File: config.mk
export PLATFORM = sky130hd
export DESIGN_NAME = bis_ctrl
export DESIGN_NICKNAME = d
export VERILOG_FILES = /design/src/rtl/core/bis_pkg.sv /design/src/rtl/core/bis_ctrl.sv
export SDC_FILE = /design/constraint.sdc
export NUM_CORES = 2
export LEC_CHECK = 0
export CELL_PAD_IN_SITES_DETAIL_PLACEMENT = 0
export CELL_PAD_IN_SITES_GLOBAL_PLACEMENT = 1
export CORE_ASPECT_RATIO = 0.5
export CORE_UTILIZATION = 52
export DETAILED_ROUTE_END_ITERATION = 8
export DONT_BUFFER_PORTS = 1
export HOLD_SLACK_MARGIN = 0.06
export PLACE_DENSITY_LB_ADDON = 0.1
export SLEW_MARGIN = 25
export SYNTH_ARGS = -nofsm -noshare
export SYNTH_HDL_FRONTEND = slang
export SYNTH_SLANG_ARGS = --single-unit
File: constraint.sdc
create_clock -name aclk -period 8.1 [get_ports aclk]
set_input_delay 2.025 -clock aclk [delete_from_list [all_inputs] [get_ports aclk]]
set_output_delay 2.025 -clock aclk [all_outputs]
set_load 0.03 [all_outputs]
File: src/rtl/core/bis_pkg.sv
// Shared types, constants and codes of the bilinear image scaler.
`default_nettype none

package bis_pkg;

    localparam int MAX_IMAGE_WIDTH_DEF    = 256;
    localparam int MAX_IMAGE_HEIGHT_DEF   = 256;
    localparam int STEP_FRACTION_BITS_DEF = 16;

    localparam int COORD_W    = 12;
    localparam int STEP_W     = 24;
    localparam int CHAN_W     = 8;
    localparam int PIXEL_W    = 3 * CHAN_W;
    localparam int CFG_IDX_W  = 3;
    localparam int CFG_DATA_W = 24;
    localparam int ORIGIN_W   = 8;
    localparam int SIZE_W     = 9;
    localparam int NEIGH_N    = 4;

    localparam logic [SIZE_W-1:0] REGION_WIDTH_RST  = 9'd256;
    localparam logic [SIZE_W-1:0] REGION_HEIGHT_RST = 9'd256;
    localparam logic [STEP_W-1:0] STEP_ONE_RST      = 24'd65536;
    localparam logic [SIZE_W-1:0] IMAGE_WIDTH_RST   = 9'd256;
    localparam logic [SIZE_W-1:0] IMAGE_HEIGHT_RST  = 9'd256;

    typedef enum logic [CFG_IDX_W-1:0] {
        CFG_REGION_LEFT   = 3'd0,
        CFG_REGION_TOP    = 3'd1,
        CFG_REGION_WIDTH  = 3'd2,
        CFG_REGION_HEIGHT = 3'd3,
        CFG_COLUMN_STEP   = 3'd4,
        CFG_ROW_STEP      = 3'd5,
        CFG_IMAGE_WIDTH   = 3'd6,
        CFG_IMAGE_HEIGHT  = 3'd7
    } cfg_index_t;

    typedef enum logic {
        MODE_WRITE   = 1'b0,
        MODE_REQUEST = 1'b1
    } mode_t;

    typedef struct packed {
        logic [ORIGIN_W-1:0] region_left;
        logic [ORIGIN_W-1:0] region_top;
        logic [SIZE_W-1:0]   region_width;
        logic [SIZE_W-1:0]   region_height;
        logic [STEP_W-1:0]   column_step;
        logic [STEP_W-1:0]   row_step;
        logic [SIZE_W-1:0]   image_width;
        logic [SIZE_W-1:0]   image_height;
    } cfg_t;

    typedef struct packed {
        logic               mode;
        logic [COORD_W-1:0] column;
        logic [COORD_W-1:0] row;
        logic [CHAN_W-1:0]  red_in;
        logic [CHAN_W-1:0]  green_in;
        logic [CHAN_W-1:0]  blue_in;
    } in_item_t;

    typedef struct packed {
        logic [CHAN_W-1:0] red_out;
        logic [CHAN_W-1:0] green_out;
        logic [CHAN_W-1:0] blue_out;
    } out_item_t;

    typedef enum logic [1:0] {
        LANE_HOLD  = 2'd0,
        LANE_H_TOP = 2'd1,
        LANE_H_BOT = 2'd2,
        LANE_VERT  = 2'd3
    } lane_op_t;

    typedef enum logic [3:0] {
        ST_IDLE,
        ST_POS_X,
        ST_POS_Y,
        ST_EDGE,
        ST_PLACE,
        ST_RD0,
        ST_RD1,
        ST_RD2,
        ST_RD3,
        ST_RD_LAST,
        ST_H_BOT,
        ST_VERT,
        ST_DONE
    } state_t;

endpackage

`default_nettype wire

File: src/rtl/core/bis_ctrl.sv
// Request sequencer: source position, neighbor addressing, memory reads and writes.
`default_nettype none

module bis_ctrl #(
    parameter int MAX_W = 256,
    parameter int MAX_H = 256,
    parameter int F     = 16,
    parameter int AW    = 16
) (
    input  wire logic                          aclk,
    input  wire logic                          aresetn,
    input  wire bis_pkg::cfg_t                 cfg,
    input  wire logic                          s_valid,
    output logic                               s_ready,
    input  wire bis_pkg::in_item_t             s_data,
    input  wire logic                          out_free,
    output logic                               done,
    output logic                               mem_wr_en,
    output logic                               mem_rd_en,
    output logic [AW-1:0]                      mem_addr,
    output logic [bis_pkg::PIXEL_W-1:0]        mem_wr_data,
    input  wire logic [bis_pkg::PIXEL_W-1:0]   mem_rd_data,
    output bis_pkg::lane_op_t                  lane_op,
    output logic [bis_pkg::NEIGH_N-1:0][bis_pkg::PIXEL_W-1:0] nb,
    output logic [F-1:0]                       frac_x,
    output logic [F-1:0]                       frac_y
);

    localparam int PW    = bis_pkg::COORD_W + bis_pkg::STEP_W;
    localparam int XW    = PW - F;
    localparam int IXW   = XW + 1;
    localparam int CW    = $clog2(MAX_W);
    localparam int RW    = $clog2(MAX_H);
    localparam int CMP_W = bis_pkg::COORD_W + 1;

    function automatic logic [AW-1:0] pix_addr(input logic [RW-1:0] r,
                                               input logic [CW-1:0] c);
        pix_addr = AW'(r) * AW'(MAX_W) + AW'(c);
    endfunction

    bis_pkg::state_t state_reg;
    bis_pkg::state_t state_next;

    logic [bis_pkg::COORD_W-1:0] col_reg;
    logic [bis_pkg::COORD_W-1:0] row_reg;
    logic [PW-1:0]               px_reg;
    logic [PW-1:0]               py_reg;
    logic [XW-1:0]               x1_reg;
    logic [XW-1:0]               y1_reg;
    logic [CW-1:0]               ix0_reg;
    logic [CW-1:0]               ix1_reg;
    logic [RW-1:0]               iy0_reg;
    logic [RW-1:0]               iy1_reg;
    logic [bis_pkg::NEIGH_N-1:0] ok_reg;
    logic [bis_pkg::NEIGH_N-1:0][bis_pkg::PIXEL_W-1:0] nb_reg;

    logic [XW-1:0]  x0;
    logic [XW-1:0]  y0;
    logic [IXW-1:0] x0p1;
    logic [IXW-1:0] y0p1;
    logic [XW-1:0]  x1_next;
    logic [XW-1:0]  y1_next;
    logic [IXW-1:0] ix0;
    logic [IXW-1:0] ix1;
    logic [IXW-1:0] iy0;
    logic [IXW-1:0] iy1;
    logic           cx0_ok;
    logic           cx1_ok;
    logic           ry0_ok;
    logic           ry1_ok;
    logic           wr_ok;
    logic           accept;

    assign x0 = px_reg[PW-1:F];
    assign y0 = py_reg[PW-1:F];

    always_comb begin
        x0p1    = IXW'(x0) + IXW'(1);
        y0p1    = IXW'(y0) + IXW'(1);
        x1_next = (x0p1 >= IXW'(cfg.region_width))  ? x0 : x0p1[XW-1:0];
        y1_next = (y0p1 >= IXW'(cfg.region_height)) ? y0 : y0p1[XW-1:0];
        ix0     = IXW'(cfg.region_left) + IXW'(x0);
        ix1     = IXW'(cfg.region_left) + IXW'(x1_reg);
        iy0     = IXW'(cfg.region_top) + IXW'(y0);
        iy1     = IXW'(cfg.region_top) + IXW'(y1_reg);
        cx0_ok  = (ix0 < IXW'(cfg.image_width))  && (ix0 < IXW'(MAX_W));
        cx1_ok  = (ix1 < IXW'(cfg.image_width))  && (ix1 < IXW'(MAX_W));
        ry0_ok  = (iy0 < IXW'(cfg.image_height)) && (iy0 < IXW'(MAX_H));
        ry1_ok  = (iy1 < IXW'(cfg.image_height)) && (iy1 < IXW'(MAX_H));
        wr_ok   = (CMP_W'(s_data.column) < CMP_W'(cfg.image_width))
               && (CMP_W'(s_data.column) < CMP_W'(MAX_W))
               && (CMP_W'(s_data.row) < CMP_W'(cfg.image_height))
               && (CMP_W'(s_data.row) < CMP_W'(MAX_H));
    end

    always_ff @(posedge aclk) begin
        if (!aresetn) begin
            state_reg <= bis_pkg::ST_IDLE;
        end else begin
            state_reg <= state_next;
        end
    end

    always_comb begin
        state_next  = state_reg;
        s_ready     = 1'b0;
        accept      = 1'b0;
        done        = 1'b0;
        mem_wr_en   = 1'b0;
        mem_rd_en   = 1'b0;
        mem_addr    = pix_addr(iy0_reg, ix0_reg);
        mem_wr_data = {s_data.red_in, s_data.green_in, s_data.blue_in};
        lane_op     = bis_pkg::LANE_HOLD;
        case (state_reg)
            bis_pkg::ST_IDLE: begin
                s_ready  = 1'b1;
                accept   = s_valid;
                mem_addr = pix_addr(s_data.row[RW-1:0], s_data.column[CW-1:0]);
                if (s_valid) begin
                    if (s_data.mode == bis_pkg::MODE_REQUEST) begin
                        state_next = bis_pkg::ST_POS_X;
                    end else begin
                        mem_wr_en = wr_ok;
                    end
                end
            end
            bis_pkg::ST_POS_X: state_next = bis_pkg::ST_POS_Y;
            bis_pkg::ST_POS_Y: state_next = bis_pkg::ST_EDGE;
            bis_pkg::ST_EDGE:  state_next = bis_pkg::ST_PLACE;
            bis_pkg::ST_PLACE: state_next = bis_pkg::ST_RD0;
            bis_pkg::ST_RD0: begin
                mem_rd_en  = ok_reg[0];
                mem_addr   = pix_addr(iy0_reg, ix0_reg);
                state_next = bis_pkg::ST_RD1;
            end
            bis_pkg::ST_RD1: begin
                mem_rd_en  = ok_reg[1];
                mem_addr   = pix_addr(iy0_reg, ix1_reg);
                state_next = bis_pkg::ST_RD2;
            end
            bis_pkg::ST_RD2: begin
                mem_rd_en  = ok_reg[2];
                mem_addr   = pix_addr(iy1_reg, ix0_reg);
                state_next = bis_pkg::ST_RD3;
            end
            bis_pkg::ST_RD3: begin
                mem_rd_en  = ok_reg[3];
                mem_addr   = pix_addr(iy1_reg, ix1_reg);
                lane_op    = bis_pkg::LANE_H_TOP;
                state_next = bis_pkg::ST_RD_LAST;
            end
            bis_pkg::ST_RD_LAST: state_next = bis_pkg::ST_H_BOT;
            bis_pkg::ST_H_BOT: begin
                lane_op    = bis_pkg::LANE_H_BOT;
                state_next = bis_pkg::ST_VERT;
            end
            bis_pkg::ST_VERT: begin
                lane_op    = bis_pkg::LANE_VERT;
                state_next = bis_pkg::ST_DONE;
            end
            bis_pkg::ST_DONE: begin
                done = out_free;
                if (out_free) begin
                    state_next = bis_pkg::ST_IDLE;
                end
            end
            default: state_next = bis_pkg::ST_IDLE;
        endcase
    end

    always_ff @(posedge aclk) begin
        if (accept) begin
            col_reg <= s_data.column;
            row_reg <= s_data.row;
        end
        if (state_reg == bis_pkg::ST_POS_X) begin
            px_reg <= PW'(col_reg) * PW'(cfg.column_step);
        end
        if (state_reg == bis_pkg::ST_POS_Y) begin
            py_reg <= PW'(row_reg) * PW'(cfg.row_step);
        end
        if (state_reg == bis_pkg::ST_EDGE) begin
            x1_reg <= x1_next;
            y1_reg <= y1_next;
        end
        if (state_reg == bis_pkg::ST_PLACE) begin
            ix0_reg <= ix0[CW-1:0];
            ix1_reg <= ix1[CW-1:0];
            iy0_reg <= iy0[RW-1:0];
            iy1_reg <= iy1[RW-1:0];
            ok_reg  <= {cx1_ok && ry1_ok, cx0_ok && ry1_ok,
                        cx1_ok && ry0_ok, cx0_ok && ry0_ok};
        end
        case (state_reg)
            bis_pkg::ST_RD1:     nb_reg[0] <= ok_reg[0] ? mem_rd_data : '0;
            bis_pkg::ST_RD2:     nb_reg[1] <= ok_reg[1] ? mem_rd_data : '0;
            bis_pkg::ST_RD3:     nb_reg[2] <= ok_reg[2] ? mem_rd_data : '0;
            bis_pkg::ST_RD_LAST: nb_reg[3] <= ok_reg[3] ? mem_rd_data : '0;
            default: ;
        endcase
    end

    assign nb     = nb_reg;
    assign frac_x = px_reg[F-1:0];
    assign frac_y = py_reg[F-1:0];

endmodule

`default_nettype wire

-- Yosys cells after proc, flatten, opt, wreduce, memory -nomap -nowiden
Index checks and enable logic that the tools add are counted.
- flip-flop bits (word level): 272
- bits in latches: 0
- RAM bits: 0
- memory bits (read-only): 0
- input bits: 177
- output and inout bits: 174
- logic and storage cells: 86
- memories: 0
- add/sub/neg operators: 11
- multipliers: 2
- divide/modulo/power cells: 0
- $lt $le $gt $ge: 14
- eq/ne operators: 15
- shift operators: 0
- mux-type cells: 15
- bitwise operators: 0
- reductions and logical operators: 13
- operators with widths (kind ; count):
    adder 8 x 20 -> 21 bit ; 4
    less-than comparator 21 x 9 -> 1 bit ; 4
    less-than comparator 21 x 9 -> 1 bit, second input constant ; 4
    adder 16 x 8 -> 16 bit ; 5
    multiplier 12 x 24 -> 36 bit ; 2
    one-hot mux 16 bit (4 select lines) ; 1
    one-hot mux 4 bit (13 select lines) ; 1
    adder 20 x 1 -> 21 bit, second input constant ; 2
    greater-or-equal comparator 21 x 9 -> 1 bit ; 2
    two-way mux 20 bit ; 2
    less-than comparator 12 x 9 -> 1 bit ; 2
    less-than comparator 12 x 9 -> 1 bit, second input constant ; 2
    equality test 4 bit, second input constant ; 5
    equality test 4 x 3 -> 1 bit, second input constant ; 4
    two-way mux 4 bit ; 3
    logical AND 1 bit ; 11
    equality test 4 x 2 -> 1 bit, second input constant ; 2
    two-way mux 1 bit ; 6
    inequality test 2 bit, second input constant ; 3
    one-hot mux 2 bit (3 select lines) ; 1
    equality test 4 x 1 -> 1 bit, second input constant ; 1
    logical NOT 4 bit ; 1
    one-hot mux 1 bit (4 select lines) ; 1
    AND reduction 3 bit ; 1

-- Depth between registers and ports, before layout
- word-level depth: 7
- gate-level depth with buffers: 22
- gate-level depth less buffers: 20

-- Least setup slack after synthesis
OpenSTA, ideal clock, no wires.
- path type: input to register
- start point: in cfg[31] (netlist bit)
- end point: reg py_reg[31], data pin
- library setup time: 258 ps
- arrival time: 7200 ps
- data required time: 7842 ps
- setup slack: 642 ps
- cell stages on the path: 20
- buffers on the path: 2
- cell sequence: clkbuf_1 nand2_1 fa_1 inv_1 fa_1 inv_1 fa_1 fa_1 fa_1 inv_1 ha_1 clkbuf_1 a21o_1 a31o_2 a221oi_1 o31ai_1 a311o_1 a221o_1 a21oi_1 xnor2_1
- word-level cells in the longest chain between the ends: 1
- ends and longest elaborated chain (item ; RTL line ; text):
    start: declaration ; bis_ctrl.sv:12 ; input wire bis_pkg::cfg_t cfg,
    multiplier 12 x 24 -> 36 bit ; bis_ctrl.sv:180 ; py_reg <= PW'(row_reg) * PW'(cfg.row_step);
    end signal: assignment ; bis_ctrl.sv:180 ;
    end: declaration ; bis_ctrl.sv:47 ; logic [PW-1:0] py_reg;
No other way between the ends.
A chain may end at the register's enable or synchronous reset.

-- Final worst setup path
- start point: in cfg[19] (netlist bit)
- end point: reg py_reg[31], data pin
Same word-level chain as after synthesis.

==> qor.txt <==
worst-margin pin slew: 1.077 ns
HPWL after detailed placement: 65960 um
layout cell share with drive strength beyond 1: 3.665%
Worst Path Arrival: 7.29 ns
critical-path maximum fanout: 12
critical path's slowest cell: fa_1
Placer Congestion: 0.8722
Unique masters post-synth: 79
Avg Inst Size Synth: 9.641 um2
R2R depth: 19
drt first-iter violations: 1225
total grt overflow: 0
Buf/Inv on CP: 2
Setup TNS: 0 ns
Initial Util: 52.89%
XOR/XNOR share of the synthesized area: 3.258%
ys async rst share: 0%
fin util: 54.91%
First-pass DRT Iterations: 7
area delta synth->final: 3.823%
io pins: 351
Clock Skews: 0.01891 ns
final net count: 4093
max cap viols: 0
number of synthesized register bits: 272
Post-CTS Hold Buffers: 0
WHS Endpoint: ix1_reg[0]
Post-CTS Setup Inserts: 0
ys flop type: edfxtp_1
Max Root-Sink Buffers: 3
die area: 63620 um2
area share of fa/ha/maj cells after synthesis: 36.87%
crit-path cells: and2_1 -> fa_1 -> fa_1 -> fa_1 -> fa_1 -> inv_1 -> fa_1 -> inv_1 -> ha_1 -> a21o_1 -> a21o_1 -> a2111oi_2 -> o31ai_1 -> a311o_1 -> a221o_1 -> a21oi_1 -> xnor2_1
Reg2Reg Launch Point: row_reg[5]
Max Clk Rate: 143.6 MHz
# rows: 64
max FFs per register: 96
mapped cell area: 32530 um2
routed vias: 22380
WL/cell: 20.33 um
post-synthesis cell count: 3374
hold depth: 1
post-synthesis simple-gate area fraction: 16.48%
Worst EP required: 8.43 ns
sequential share of the synthesized area: 24.99%
H-tree Lvls: 1
number of global-route vias before repair: 23590
final period utilization: 85.94%
critical path endpoint category: flip-flop
Ant. Diodes: 0
largest area contributor in the synthesized netlist: fa_1
largest family of logic cells by synthesized area: adder cells
family with the most delay on the worst path: adder cells
warnings from Yosys: 0
unrepaired setup endpoints after global routing: no
dominant cells by area after synthesis: fa_1 27%, edfxtp_1 25%, ha_1 9.5%, inv_1 6.8%, nand2_1 5.7%
core area: 61500 um2
DRC errors left: 8
proportion of synthesized area in mux cells: 0.6231%
Die Ht: 178.9 um
Resized Gates After CTS: 0
post-synth top area share: 27.33%
post-layout min period: 6.961 ns
CP Launch Type: primary input
R2R Path End: py_reg[32]
Fin. Hold Viols: 0
largest net degree at the start of global routing: 41
vias per inst: 5.496
CTS Sinks: 272
Port Buf Inserts: 0
Detail Route Antenna Nets: 0
Max Slew Vio Count: 0
CTS tree: built
Mapped Nets: 4243
hold path startpoint: x1_reg[0]
number of enable flip-flop cells after synthesis: 268
Rel. slew slack: 28.21%
CTS Buf Count: 30
initial antenna violation count: 0
CTS root buffer: clkbuf_16
failing checks: DRC
Routed WL: 82800 um
GRT Overall Usage: 26.71%
status: finished with violations
Hold WC Path Type: reg2reg
Crit path top cell by count: fa_1
post-synthesis compound-gate area fraction: 7.878%
CP max stage delay: 0.56 ns
# setup viols final: 0
first-pass GRT wire length: 131900 um
WS Path Type: in2reg
clock insertion delay at the later pin of the skew report: 0.58 ns
Clock transition at path regs: 0.06 ns
flop-to-flop setup slack: 1.45 ns
die span in x: 355.7 um
## final cells by class
class	count	area, um2
sequential	272	8128
inverter	586	2200
tap	825	1032
clock buffer	35	769.5
multi-input combinational	2303	21210
clock inverter	20	155.1
timing repair buffer	31	277.8
fill	5609	27730
## worst max-delay path by stage
| stage | startpoint | endpoint | cells past startpoint |
|---|---|---|---|
| 2_1_floorplan | cfg[31] | py_reg[31] | 20 |
| 3_3_place_gp | cfg[19] | py_reg[31] | 17 |
| 3_5_place_dp | cfg[19] | py_reg[31] | 17 |
| 4_1_cts | cfg[19] | py_reg[31] | 17 |
| 5_1_grt | cfg[28] | py_reg[32] | 17 |
| 6_report | cfg[19] | py_reg[31] | 17 |
## cell usage in the layout (no fill, tap or decap), types with 37 or more instances in the layout
master and count:
xor2_1 43, a21o_1 43, inv_1 584, xnor2_1 78, nor3_1 37, nor2_1 94, and2_1 267, o21ai_0 59
ha_1 248, a21oi_1 101, nand2_1 497, edfxtp_1 268, fa_1 444
## logic make-up after synthesis
kind of cell	Yosys count
multiplexers	19
buffers and inverters	799
flip-flops	272
adder cells (fa/ha/maj)	692
AND/OR/NAND/NOR	1089
AO/OA/AOI/OAI	382
XOR/XNOR	121
## through the flow
step | instances | instance area [um2] | setup slack [ns] | hold WS, ns
2_1_floorplan | 3374 | 32530 | 0.6420 | 0.5266
3_3_place_gp | 4011 | 32760 | 0.5955 | 0.5825
3_5_place_dp | 4014 | 32800 | 0.5655 | 0.5778
4_1_cts | 4069 | 33730 | 1.143 | 0.5932
5_1_grt | 4072 | 33770 | 0.8237 | 0.6081
6_report | 4072 | 33770 | 1.139 | 0.5848
## synth_stat cells (12+ instances only)
cell type	instances
nand2_1	497
nor4_1	13
a222oi_1	16
nor3_1	41
xor2_1	43
clkbuf_1	151
o21bai_1	14
nor2_1	97
nand3_1	35
nand4_1	24
edfxtp_1	268
a21oi_1	101
fa_1	444
o211ai_1	13
mux2i_1	12
o21ai_0	60
a31oi_1	23
and2_1	267
nand2b_1	26
o21a_1	24
nor2b_1	27
and3_1	13
a21o_1	43
xnor2_1	78
inv_1	586
a211oi_1	18
buf_4	56
ha_1	248
## per-layer routing
layer,routed length [um],share of wire [%],GRT usage (%)
met5,0,0,0
met4,2149,2.6,6.915
met3,3725,4.5,3.288
met2,40700,49,46.45
met1,36230,44,35.52
Power is not shown: default switching activity piles up to over one toggle a cycle in this logic, so the estimate is an artifact.
